--- config.mk ---
export PLATFORM = sky130hd
export DESIGN_NAME = softmax_row_unit_flat
export DESIGN_NICKNAME = d
export VERILOG_FILES = /design/src/rtl/smx_pkg.sv /design/src/rtl/smx_if.sv /design/src/rtl/smx_ram.sv /design/src/rtl/smx_exp.sv /design/src/rtl/smx_div.sv /design/src/rtl/softmax_row_unit.sv /design/src/flat_wrapper.sv
export VERILOG_INCLUDE_DIRS = /design/src /design/src/rtl
export SDC_FILE = /design/constraint.sdc
export NUM_CORES = 2
export LEC_CHECK = 0
export BUFFER_PORTS_ARGS = -buffer_cell sky130_fd_sc_hd__buf_2
export CAP_MARGIN = 30
export CORE_MARGIN = 2
export CORE_UTILIZATION = 40
export DETAILED_ROUTE_END_ITERATION = 10
export SLEW_MARGIN = 10
export SYNTH_ARGS = -nofsm -noshare
export SYNTH_HDL_FRONTEND = slang
export SYNTH_SLANG_ARGS = --single-unit
--- constraint.sdc ---
create_clock -name clk -period 5.3 [get_ports clk]
set_input_delay 0.53 -clock clk [delete_from_list [all_inputs] [get_ports clk]]
set_output_delay 0.53 -clock clk [all_outputs]
set_load 0.01 [all_outputs]
--- src/rtl/softmax_row_unit_defines.svh ---
// Assertion macros shared by the softmax row unit RTL.
// No dependencies.
`ifndef SOFTMAX_ROW_UNIT_DEFINES_SVH
`define SOFTMAX_ROW_UNIT_DEFINES_SVH
// Assert that a condition implies something in the same cycle.
`define SMX_ASSERT_IMP(lbl, clk, rst_n, ante, cons) \
	lbl: assert property (@(posedge clk) disable iff (!rst_n) (ante) |-> (cons)) \
		else $error("assertion failed");
// Assert that a condition implies something in the next cycle.
`define SMX_ASSERT_NEXT(lbl, clk, rst_n, ante, cons) \
	lbl: assert property (@(posedge clk) disable iff (!rst_n) (ante) |=> (cons)) \
		else $error("assertion failed");
`endif

--- src/rtl/smx_pkg.sv ---
// Package for the softmax row unit: widths, constants and the channel payload structs.
// No dependencies.
package smx_pkg;
	localparam int MaxColsDefault = 32;
	localparam int ScoreW = 16;
	localparam int ExpW = 17;
	localparam int SumW = 23;
	localparam int ProbW = 16;
	localparam int IdxW = 6;
	localparam int QuoW = 17;
	localparam int DivW = ExpW + 16;

	typedef struct packed {
		logic [ProbW-1:0] probability;
		logic [IdxW-1:0]  element_index;
		logic             last_of_row;
		logic             overflow;
	} res_t;

	typedef struct packed {
		logic signed [ScoreW-1:0] score;
		logic                     last_in_row;
	} item_t;
endpackage

--- src/rtl/smx_if.sv ---
// Valid/ready channel interface with a generic payload.
// Depends on nothing.
interface smx_if #(parameter type payload_t = logic) (input logic clk);
	logic     valid;
	logic     ready;
	payload_t data;
	modport source (output valid, output data, input ready);
	modport sink (input valid, input data, output ready);
endinterface

--- src/rtl/smx_ram.sv ---
// Generic single-port write, single-port registered read RAM.
// No dependencies.
module smx_ram #(
	parameter int Width = 16,
	parameter int Depth = 32
) (
	input  logic                     clk,
	input  logic                     we,
	input  logic [$clog2(Depth)-1:0] waddr,
	input  logic [Width-1:0]         wdata,
	input  logic [$clog2(Depth)-1:0] raddr,
	output logic [Width-1:0]         rdata
);
	logic [Width-1:0] mem_q [Depth];
	always_ff @(posedge clk) begin
		if (we) mem_q[waddr] <= wdata;
		rdata <= mem_q[raddr];
	end
endmodule

--- src/rtl/smx_exp.sv ---
// Multi-cycle exp(-d) approximation: bit-serial multiplies, one bit per cycle.
// Depends on smx_pkg.
module smx_exp (
	input  logic                         clk,
	input  logic                         arst_n,
	input  logic                         start,
	input  logic [smx_pkg::ScoreW-1:0]   d,
	output logic                         done,
	output logic [smx_pkg::ExpW-1:0]     result
);
	typedef enum logic [2:0] {IDLE, MUL_Y, MUL_A, MUL_FF, MUL_B, FIN} state_t;
	localparam logic [8:0]  Log2e = 9'd369;
	localparam logic [15:0] CoefA = 16'd43024;
	localparam logic [13:0] CoefB = 14'd10257;

	state_t       state_q;
	logic [4:0]   cnt_q;
	logic [15:0]  d_q;
	logic [24:0]  y_q;
	logic [15:0]  mcand_q;
	logic [15:0]  mplier_q;
	logic [31:0]  acc_q;
	logic [15:0]  lin_q;
	logic [16:0]  p;
	logic [7:0]   k;
	logic [31:0]  addend;

	assign addend = mplier_q[0] ? {16'd0, mcand_q} << cnt_q : 32'd0;
	assign k = y_q[24:16] > 9'd255 ? 8'hFF : y_q[23:16];
	assign p = 17'd65536 - {1'b0, lin_q} + {1'b0, acc_q[31:16]};

	always_ff @(posedge clk or negedge arst_n) begin
		if (!arst_n) begin
			state_q <= IDLE;
			done <= 1'b0;
		end else begin
			done <= 1'b0;
			unique case (state_q)
				IDLE: if (start) begin
					d_q <= d;
					acc_q <= '0;
					cnt_q <= '0;
					mcand_q <= d;
					mplier_q <= {7'd0, Log2e};
					state_q <= MUL_Y;
				end
				MUL_Y: begin
					acc_q <= acc_q + addend;
					mplier_q <= mplier_q >> 1;
					cnt_q <= cnt_q + 5'd1;
					if (cnt_q == 5'd8) begin
						y_q <= acc_q[24:0] + addend[24:0];
						state_q <= MUL_A;
						cnt_q <= '0;
						acc_q <= '0;
						mcand_q <= acc_q[15:0] + addend[15:0];
						mplier_q <= CoefA;
					end
				end
				MUL_A: begin
					acc_q <= acc_q + addend;
					mplier_q <= mplier_q >> 1;
					cnt_q <= cnt_q + 5'd1;
					if (cnt_q == 5'd15) begin
						lin_q <= 16'((acc_q + addend) >> 16);
						state_q <= MUL_FF;
						cnt_q <= '0;
						acc_q <= '0;
						mplier_q <= y_q[15:0];
					end
				end
				MUL_FF: begin
					acc_q <= acc_q + addend;
					mplier_q <= mplier_q >> 1;
					cnt_q <= cnt_q + 5'd1;
					if (cnt_q == 5'd15) begin
						mcand_q <= 16'((acc_q + addend) >> 16);
						state_q <= MUL_B;
						cnt_q <= '0;
						acc_q <= '0;
						mplier_q <= {2'd0, CoefB};
					end
				end
				MUL_B: begin
					acc_q <= acc_q + addend;
					mplier_q <= mplier_q >> 1;
					cnt_q <= cnt_q + 5'd1;
					if (cnt_q == 5'd13) state_q <= FIN;
				end
				FIN: begin
					if (d_q == '0) result <= 17'd65536;
					else if (k >= 8'd17) result <= '0;
					else result <= p >> k[4:0];
					done <= 1'b1;
					state_q <= IDLE;
				end
				default: state_q <= IDLE;
			endcase
		end
	end
endmodule

--- src/rtl/smx_div.sv ---
// Restoring bit-serial divider: (num<<16 + den/2) / den, one quotient bit per cycle.
// Depends on smx_pkg.
module smx_div (
	input  logic                       clk,
	input  logic                       arst_n,
	input  logic                       start,
	input  logic [smx_pkg::ExpW-1:0]   num,
	input  logic [smx_pkg::SumW-1:0]   den,
	output logic                       done,
	output logic [smx_pkg::ProbW-1:0]  quo
);
	localparam int NW = smx_pkg::DivW;
	logic [NW-1:0]              n_q;
	logic [smx_pkg::SumW:0]     rem_q;
	logic [smx_pkg::SumW-1:0]   den_q;
	logic [NW-1:0]              q_q;
	logic [5:0]                 cnt_q;
	logic                       busy_q;
	logic [smx_pkg::SumW:0]     trial;
	logic [smx_pkg::SumW:0]     diff;

	assign trial = {rem_q[smx_pkg::SumW-1:0], n_q[NW-1]};
	assign diff = trial - {1'b0, den_q};

	always_ff @(posedge clk or negedge arst_n) begin
		if (!arst_n) begin
			busy_q <= 1'b0;
			done <= 1'b0;
		end else begin
			done <= 1'b0;
			if (start) begin
				n_q <= {num, 16'd0} + NW'(den >> 1);
				den_q <= den;
				rem_q <= '0;
				q_q <= '0;
				cnt_q <= '0;
				busy_q <= 1'b1;
			end else if (busy_q) begin
				n_q <= n_q << 1;
				if (!diff[smx_pkg::SumW]) begin
					rem_q <= diff;
					q_q <= {q_q[NW-2:0], 1'b1};
				end else begin
					rem_q <= trial;
					q_q <= {q_q[NW-2:0], 1'b0};
				end
				cnt_q <= cnt_q + 6'd1;
				if (cnt_q == 6'(NW - 1)) begin
					busy_q <= 1'b0;
					done <= 1'b1;
				end
			end
		end
	end
	assign quo = (q_q > NW'(65535)) ? 16'hFFFF : q_q[15:0];
endmodule

--- src/rtl/softmax_row_unit.sv ---
// Channel      | Dir | Payload
// in_ch        | in  | score (s16 Q7.8), last_in_row
// out_ch       | out | probability, element_index, last_of_row, overflow
// Load accepts one score per cycle. After the last score, each element goes through
// the row read and the bit-serial exp unit; then each element goes through the exp
// read, the serial divider and an output transaction.
// Reset clears all control state; the row memories need no clearing.
// Input is stalled during the compute and emit phases; output stalls hold the unit.
// Depends on smx_pkg, smx_if, smx_ram, smx_exp, smx_div and the defines header.
`include "softmax_row_unit_defines.svh"
module softmax_row_unit #(
	parameter int MaxCols = smx_pkg::MaxColsDefault
) (
	input logic clk,
	input logic arst_n,
	smx_if.sink   in_ch,
	smx_if.source out_ch
);
	localparam int AW = (MaxCols > 1) ? $clog2(MaxCols) : 1;
	localparam int CW = $clog2(MaxCols + 1);
	typedef enum logic [2:0] {LOAD, EXP_RD, EXP_RUN, DIV_RD, DIV_RUN, EMIT} state_t;

	state_t                       state_q;
	logic signed [15:0]           max_q;
	logic [CW-1:0]                cnt_q;
	logic [AW-1:0]                idx_q;
	logic [smx_pkg::SumW-1:0]     sum_q;
	logic                         ovf_q;
	logic                         ram_wait_q;
	logic [15:0]                  row_rd;
	logic [16:0]                  exp_rd;
	logic                         ex_start, ex_done, dv_start, dv_done;
	logic [16:0]                  ex_res;
	logic [15:0]                  dv_quo;
	logic                         acc;
	logic                         store;
	logic                         last_idx;
	smx_pkg::item_t               it;

	assign it = in_ch.data;
	assign in_ch.ready = (state_q == LOAD);
	assign acc = in_ch.valid && in_ch.ready;
	assign store = acc && (cnt_q < CW'(MaxCols));
	assign last_idx = (CW'(idx_q) + CW'(1) == cnt_q);
	assign ex_start = (state_q == EXP_RD) && ram_wait_q;
	assign dv_start = (state_q == DIV_RD) && ram_wait_q;

	smx_ram #(.Width(16), .Depth(MaxCols)) u_row (
		.clk, .we(store), .waddr(cnt_q[AW-1:0]), .wdata(it.score),
		.raddr(idx_q), .rdata(row_rd));
	smx_ram #(.Width(17), .Depth(MaxCols)) u_exp (
		.clk, .we(ex_done), .waddr(idx_q), .wdata(ex_res),
		.raddr(idx_q), .rdata(exp_rd));
	smx_exp u_exp_unit (.clk, .arst_n, .start(ex_start),
		.d(16'(max_q - $signed(row_rd))), .done(ex_done), .result(ex_res));
	smx_div u_div (.clk, .arst_n, .start(dv_start), .num(exp_rd), .den(sum_q),
		.done(dv_done), .quo(dv_quo));

	always_ff @(posedge clk or negedge arst_n) begin
		if (!arst_n) begin
			state_q <= LOAD;
			max_q <= 16'sh8000;
			cnt_q <= '0;
			idx_q <= '0;
			sum_q <= '0;
			ovf_q <= 1'b0;
			ram_wait_q <= 1'b0;
			out_ch.valid <= 1'b0;
		end else begin
			unique case (state_q)
				LOAD: if (acc) begin
					if (store) begin
						cnt_q <= cnt_q + CW'(1);
						if (it.score > max_q) max_q <= it.score;
					end else ovf_q <= 1'b1;
					if (it.last_in_row) begin
						state_q <= EXP_RD;
						idx_q <= '0;
						sum_q <= '0;
						ram_wait_q <= 1'b0;
					end
				end
				EXP_RD: begin
					ram_wait_q <= ~ram_wait_q;
					if (ram_wait_q) state_q <= EXP_RUN;
				end
				EXP_RUN: if (ex_done) begin
					sum_q <= sum_q + smx_pkg::SumW'(ex_res);
					ram_wait_q <= 1'b0;
					if (last_idx) begin
						idx_q <= '0;
						state_q <= DIV_RD;
					end else begin
						idx_q <= idx_q + AW'(1);
						state_q <= EXP_RD;
					end
				end
				DIV_RD: begin
					ram_wait_q <= ~ram_wait_q;
					if (ram_wait_q) state_q <= DIV_RUN;
				end
				DIV_RUN: if (dv_done) begin
					out_ch.data.probability <= dv_quo;
					out_ch.data.element_index <= smx_pkg::IdxW'(idx_q);
					out_ch.data.last_of_row <= last_idx;
					out_ch.data.overflow <= ovf_q;
					out_ch.valid <= 1'b1;
					state_q <= EMIT;
				end
				EMIT: if (out_ch.ready) begin
					out_ch.valid <= 1'b0;
					ram_wait_q <= 1'b0;
					if (last_idx) begin
						state_q <= LOAD;
						max_q <= 16'sh8000;
						cnt_q <= '0;
						ovf_q <= 1'b0;
						sum_q <= '0;
						idx_q <= '0;
					end else begin
						idx_q <= idx_q + AW'(1);
						state_q <= DIV_RD;
					end
				end
				default: state_q <= LOAD;
			endcase
		end
	end

	`SMX_ASSERT_IMP(a_no_in_busy, clk, arst_n, state_q != LOAD, !in_ch.ready)
	`SMX_ASSERT_IMP(a_cnt_bound, clk, arst_n, 1'b1, cnt_q <= CW'(MaxCols))
	`SMX_ASSERT_IMP(a_valid_emit, clk, arst_n, out_ch.valid, state_q == EMIT)
	`SMX_ASSERT_NEXT(a_out_done, clk, arst_n, out_ch.valid && out_ch.ready, !out_ch.valid)
endmodule

--- src/flat_wrapper.sv ---
// flat-port wrapper written by rule: the top's interface ports become plain ports
module softmax_row_unit_flat 
#(
	parameter int MaxCols = smx_pkg::MaxColsDefault
)
  (clk, arst_n, in_ch_valid, in_ch_data, in_ch_ready, out_ch_valid, out_ch_data, out_ch_ready);
  smx_if #(.payload_t(smx_pkg::item_t)) in_ch_i (.clk(clk));
  smx_if #(.payload_t(smx_pkg::res_t)) out_ch_i (.clk(clk));
  input logic clk;
  input logic arst_n;
  input wire logic [$bits(in_ch_i.valid)-1:0] in_ch_valid;
  input wire logic [$bits(in_ch_i.data)-1:0] in_ch_data;
  output wire logic [$bits(in_ch_i.ready)-1:0] in_ch_ready;
  output wire logic [$bits(out_ch_i.valid)-1:0] out_ch_valid;
  output wire logic [$bits(out_ch_i.data)-1:0] out_ch_data;
  input wire logic [$bits(out_ch_i.ready)-1:0] out_ch_ready;
  assign in_ch_i.valid = in_ch_valid;
  assign in_ch_i.data = in_ch_data;
  assign in_ch_ready = in_ch_i.ready;
  assign out_ch_valid = out_ch_i.valid;
  assign out_ch_data = out_ch_i.data;
  assign out_ch_i.ready = out_ch_ready;
  softmax_row_unit #(.MaxCols(MaxCols)) u_core (.clk(clk), .arst_n(arst_n), .in_ch(in_ch_i), .out_ch(out_ch_i));
endmodule
==> key figures <==
Worst setup path
  – CP required: 5950 ps
  – Worst-path fanout max: 20
  – Max incr delay on CP: 580 ps
  – Crit path buffers/inverters: 1
  – Worst Setup Start Kind: flip-flop
  – Crit end category: flip-flop
  – Crit-path slowest cell: xnor2_1
  – Crit Path Category: reg -> reg
  – Most common cell on crit path: a21oi_1
  – Delay-heaviest family, CP: compound AO/OA/AOI/OAI gates
  – Crit-path cells: buf_4 > nor2b_1 > a211oi_1 > a21oi_1 > nand2_1 > o21ai_0 > nor2_1 > a21oi_1 > nor2b_1 > ha_1 > and3_1 > a211o_1 > o21ai_0 > nand2_1 > nor4b_1 > o31ai_1 > xnor2_1 > a21oi_1 > nor2_1
  – Crit path arrival time: 5380 ps

Routing
  – Vias per cell: 5.60
  – Post-DR wirelength/cell: 24.4 microns
  – Routed WL: 154 mm
  – DRT Pass-1 Iters: 6
  – DR iter-0 viols: 3,335
  – Vias: 35,390
  – DRT antenna net count: 0
  – # DRC: 0

STA
  – Post-route minimum period: 4730 ps
  – Setup TNS: 0 ps
  – Slew Limit Fails: 0
  – Max Freq: 211 MHz
  – Final worst slack: 566 ps
  – Final setup fails: 0
  – RSZ-0062 raised after global routing: no
  – Hold_ws: 112 ps
  – Max-slew headroom: 34.7%
  – Final period util: 89.3%
  – Worst Skew: 48.0 ps
  – Slew @ Worst Pin: 980 ps
  – Final Hold Viols: 0

Synthesis
  – Yosys warning total: 0
  – Synthesized Nets: 4,155
  – Post-synthesis cell count: 3,989
  – Count of cell types in the netlist: 86
  – Ys async rst share: 4.32%
  – Post-synthesis average cell area: 15.7 sq um
  – Post-synth EDFFs: 1,340
  – Post-Syn Area: 62,500 sq um
  – Yosys reg bits: 1,435
  – Prevailing post-synth register cell: edfxtp_1
  – Register area share after synthesis: 67.9%

Finish
  – Layout fillers: 13,478
  – Area growth from synthesis to layout: 13.0%
  – Layout cells sized above 1: 17.9%
  – Final core occ: 45.4%
  – Register area: 42,500 sq um
  – Finished Layout Cells: 6,318
  – Design area: 70,700 sq um
  – Multi-input gate area: 18,900 sq um
  – Final nets: 4,300

Placed design
  – RePlAce Congestion: 0.895
  – Dpl hpwl: 98.7 mm
  – Post-DP Area: 65,800 sq um
  – Buffers on Ports: 45
  – Placed Instances: 6,034
  – Place WS: 641 ps

Outcome
  – Status: complete, no violations

Global routing
  – First-pass GRT wire length: 227 mm
  – Initial antenna violation count: 15
  – Vias in the first global route: 35,049
  – GRT Residual Overflow: 0
  – Total Routing Usage GR: 19.3%
  – Largest net degree at the start of global routing: 123

Clock tree
  – Reg clk slew, reported paths: 60 ps
  – H-tree levels: 4
  – Post-CTS Setup Inserts: 0
  – CTS Root Buffer Type: clkbuf_16
  – Skew-Pair Late Insertion Delay: 790 ps
  – CTS tree: yes
  – Clk buf depth: 3
  – Hold_buf cts: 1
  – Total CTS buffers: 148
  – Cts repair resizes: 0
  – Clock sink count: 1,435

Power and ir drop
  – Power Dens Cells: 322 nW/um^2
  – Max rail drop VDD: 0.318 mV
  – LEAKAGE: 22.5 nW
  – Overall Power: 22.8 mW

Floorplan
  – Row count: 145
  – Initial core utilization: 40.2%
  – Die area: 160,000 sq um
  – Core footprint: 156,000 sq um
  – Die H: 399 microns
  – Die Width: 399 microns
  – I/O pins: 47

Worst hold path
  – HP Class: in -> reg

Job
  – Max Cap Viol: 0
cell usage in the layout, fill, tap and decap left out, drive strengths merged, types with 34 or more instances in the layout:
master / synthesis / final
a21o: 43 / 43
a21oi: 157 / 157
a22oi: 144 / 144
and2: 47 / 47
buf: 55 / 188
clkbuf: 139 / 184
clkinv: 0 / 70
dfrtp: 61 / 61
edfxtp: 1340 / 1340
ha: 139 / 139
inv: 134 / 140
mux2i: 81 / 81
mux4: 270 / 270
nand2: 271 / 271
nand2b: 39 / 39
nand3: 47 / 47
nand4: 50 / 50
nor2: 269 / 269
nor2b: 34 / 34
nor3: 37 / 37
o21ai: 145 / 145
xnor2: 62 / 62
xor2: 41 / 41
cells in the mapped netlist, types with 18 or more instances:
cell	instances	area share (%)
edfxtp_1	1340	64
nand2_1	271	1.6
mux4_2	270	9.7
nor2_1	267	1.6
a21oi_1	156	1.2
a22oi_1	144	1.7
o21ai_0	143	1.1
clkbuf_1	139	0.83
ha_1	139	2.8
inv_1	133	0.80
mux2i_1	81	1.3
xnor2_1	62	0.87
dfrtp_1	61	2.4
nand4_1	50	0.50
buf_1	48	0.29
and2_1	47	0.47
nand3_1	47	0.38
a21o_1	43	0.52
xor2_1	41	0.57
nand2b_1	39	0.39
nor3_1	37	0.30
nor2b_1	34	0.34
dfxtp_1	33	1.1
a211oi_1	31	0.37
o21a_1	26	0.31
and3_1	20	0.20
or3_1	18	0.18
final timing paths:
check                                      startpoint                           end  slack, ps  cells past startpoint
setup reg to reg           u_core.u_exp_unit.cnt_q[0]  u_core.u_exp_unit.mcand_q[6]        570                     19
hold reg to reg                      u_core.max_q[15]              u_core.max_q[15]        510                      2
setup / recovery           u_core.u_exp_unit.cnt_q[0]  u_core.u_exp_unit.mcand_q[6]        570                     19
max in group asynchronous                      arst_n           u_core.out_ch.valid       3830                      4
hold / removal                           out_ch_ready                  u_core.ovf_q        110                      2
min in group asynchronous                      arst_n              u_core.sum_q[10]        180                      2
worst reg2reg max path, stage by stage, from the launching register on:
cell,delay [ps]
edfxtp_1,490
buf_4,320
nor2b_1,80
a211oi_1,240
a21oi_1,90
nand2_1,90
o21ai_0,130
nor2_1,120
a21oi_1,70
nor2b_1,160
ha_1,360
and3_1,210
a211o_1,300
o21ai_0,330
nand2_1,220
nor4b_1,380
o31ai_1,150
xnor2_1,580
a21oi_1,160
nor2_1,130
sequential cells by signal (all words and copies together), names as in the netlist, 5 cells and up:
| register | flops |
|---|---|
| u_core.u_exp_unit.d_q | 16 |
| u_core.u_div.den_q | 23 |
| u_core.max_q | 16 |
| u_core.u_div.q_q | 33 |
| u_core.u_exp_unit.y_q | 25 |
| u_core.u_row.rdata | 16 |
| u_core.u_exp_unit.result | 17 |
| u_core.cnt_q | 6 |
| u_core.u_div.n_q | 33 |
| u_core.u_row.mem_q | 512 |
| u_core.u_div.rem_q | 23 |
| u_core.u_div.cnt_q | 6 |
| u_core.u_exp.rdata | 17 |
| u_core.u_exp_unit.mcand_q | 16 |
| u_core.idx_q | 5 |
| u_core.out_ch.data | 23 |
| u_core.sum_q | 23 |
| u_core.u_exp_unit.acc_q | 32 |
| u_core.u_exp.mem_q | 544 |
| u_core.u_exp_unit.mplier_q | 16 |
| u_core.u_exp_unit.cnt_q | 5 |
| u_core.u_exp_unit.lin_q | 16 |
routing by layer:
metal | wire, microns | GRT usage (%) | vias to the layer above
li1 | - | - | 15972
met2 | 71700 | 30.0 | 1208
met4 | 4120 | 6.06 | 14
met3 | 12100 | 4.61 | 240
met5 | 79 | 0 | -
met1 | 66400 | 26.8 | 17956
cells by family (layout without fill, tap and decap cells):
group / Yosys count / after routing / synth area share [%]
other: 1 / 3 / 0.00600
muxes: 362 / 362 / 11.2
AOI/OAI and AO/OA: 718 / 718 / 7.68
DFF: 1435 / 1435 / 67.9
adders and majority gates: 145 / 145 / 2.97
and+or+nand+nor: 897 / 897 / 6.80
buffers and inverters: 328 / 597 / 2.01
xor gates and xnor gates: 103 / 103 / 1.44
report_power, final:
group | internal (mW) | switching (mW)
combinational | 0.0780 | 0.187
clock | 5.75 | 4.42
sequential | 12.3 | 0.0220
total | 18.1 | 4.63
area by class of cell:
type / instances / area share (%)
flip-flops and latches: 1435 / 60.1
multi-input cells: 2226 / 26.8
clock buffers: 184 / 5.61
well taps: 2058 / 3.64
repair buffers: 189 / 2.05
clock inverters: 90 / 1.12
inverters: 134 / 0.711
diodes: 2 / 0.00708
(Power assumes the default switching activity.)
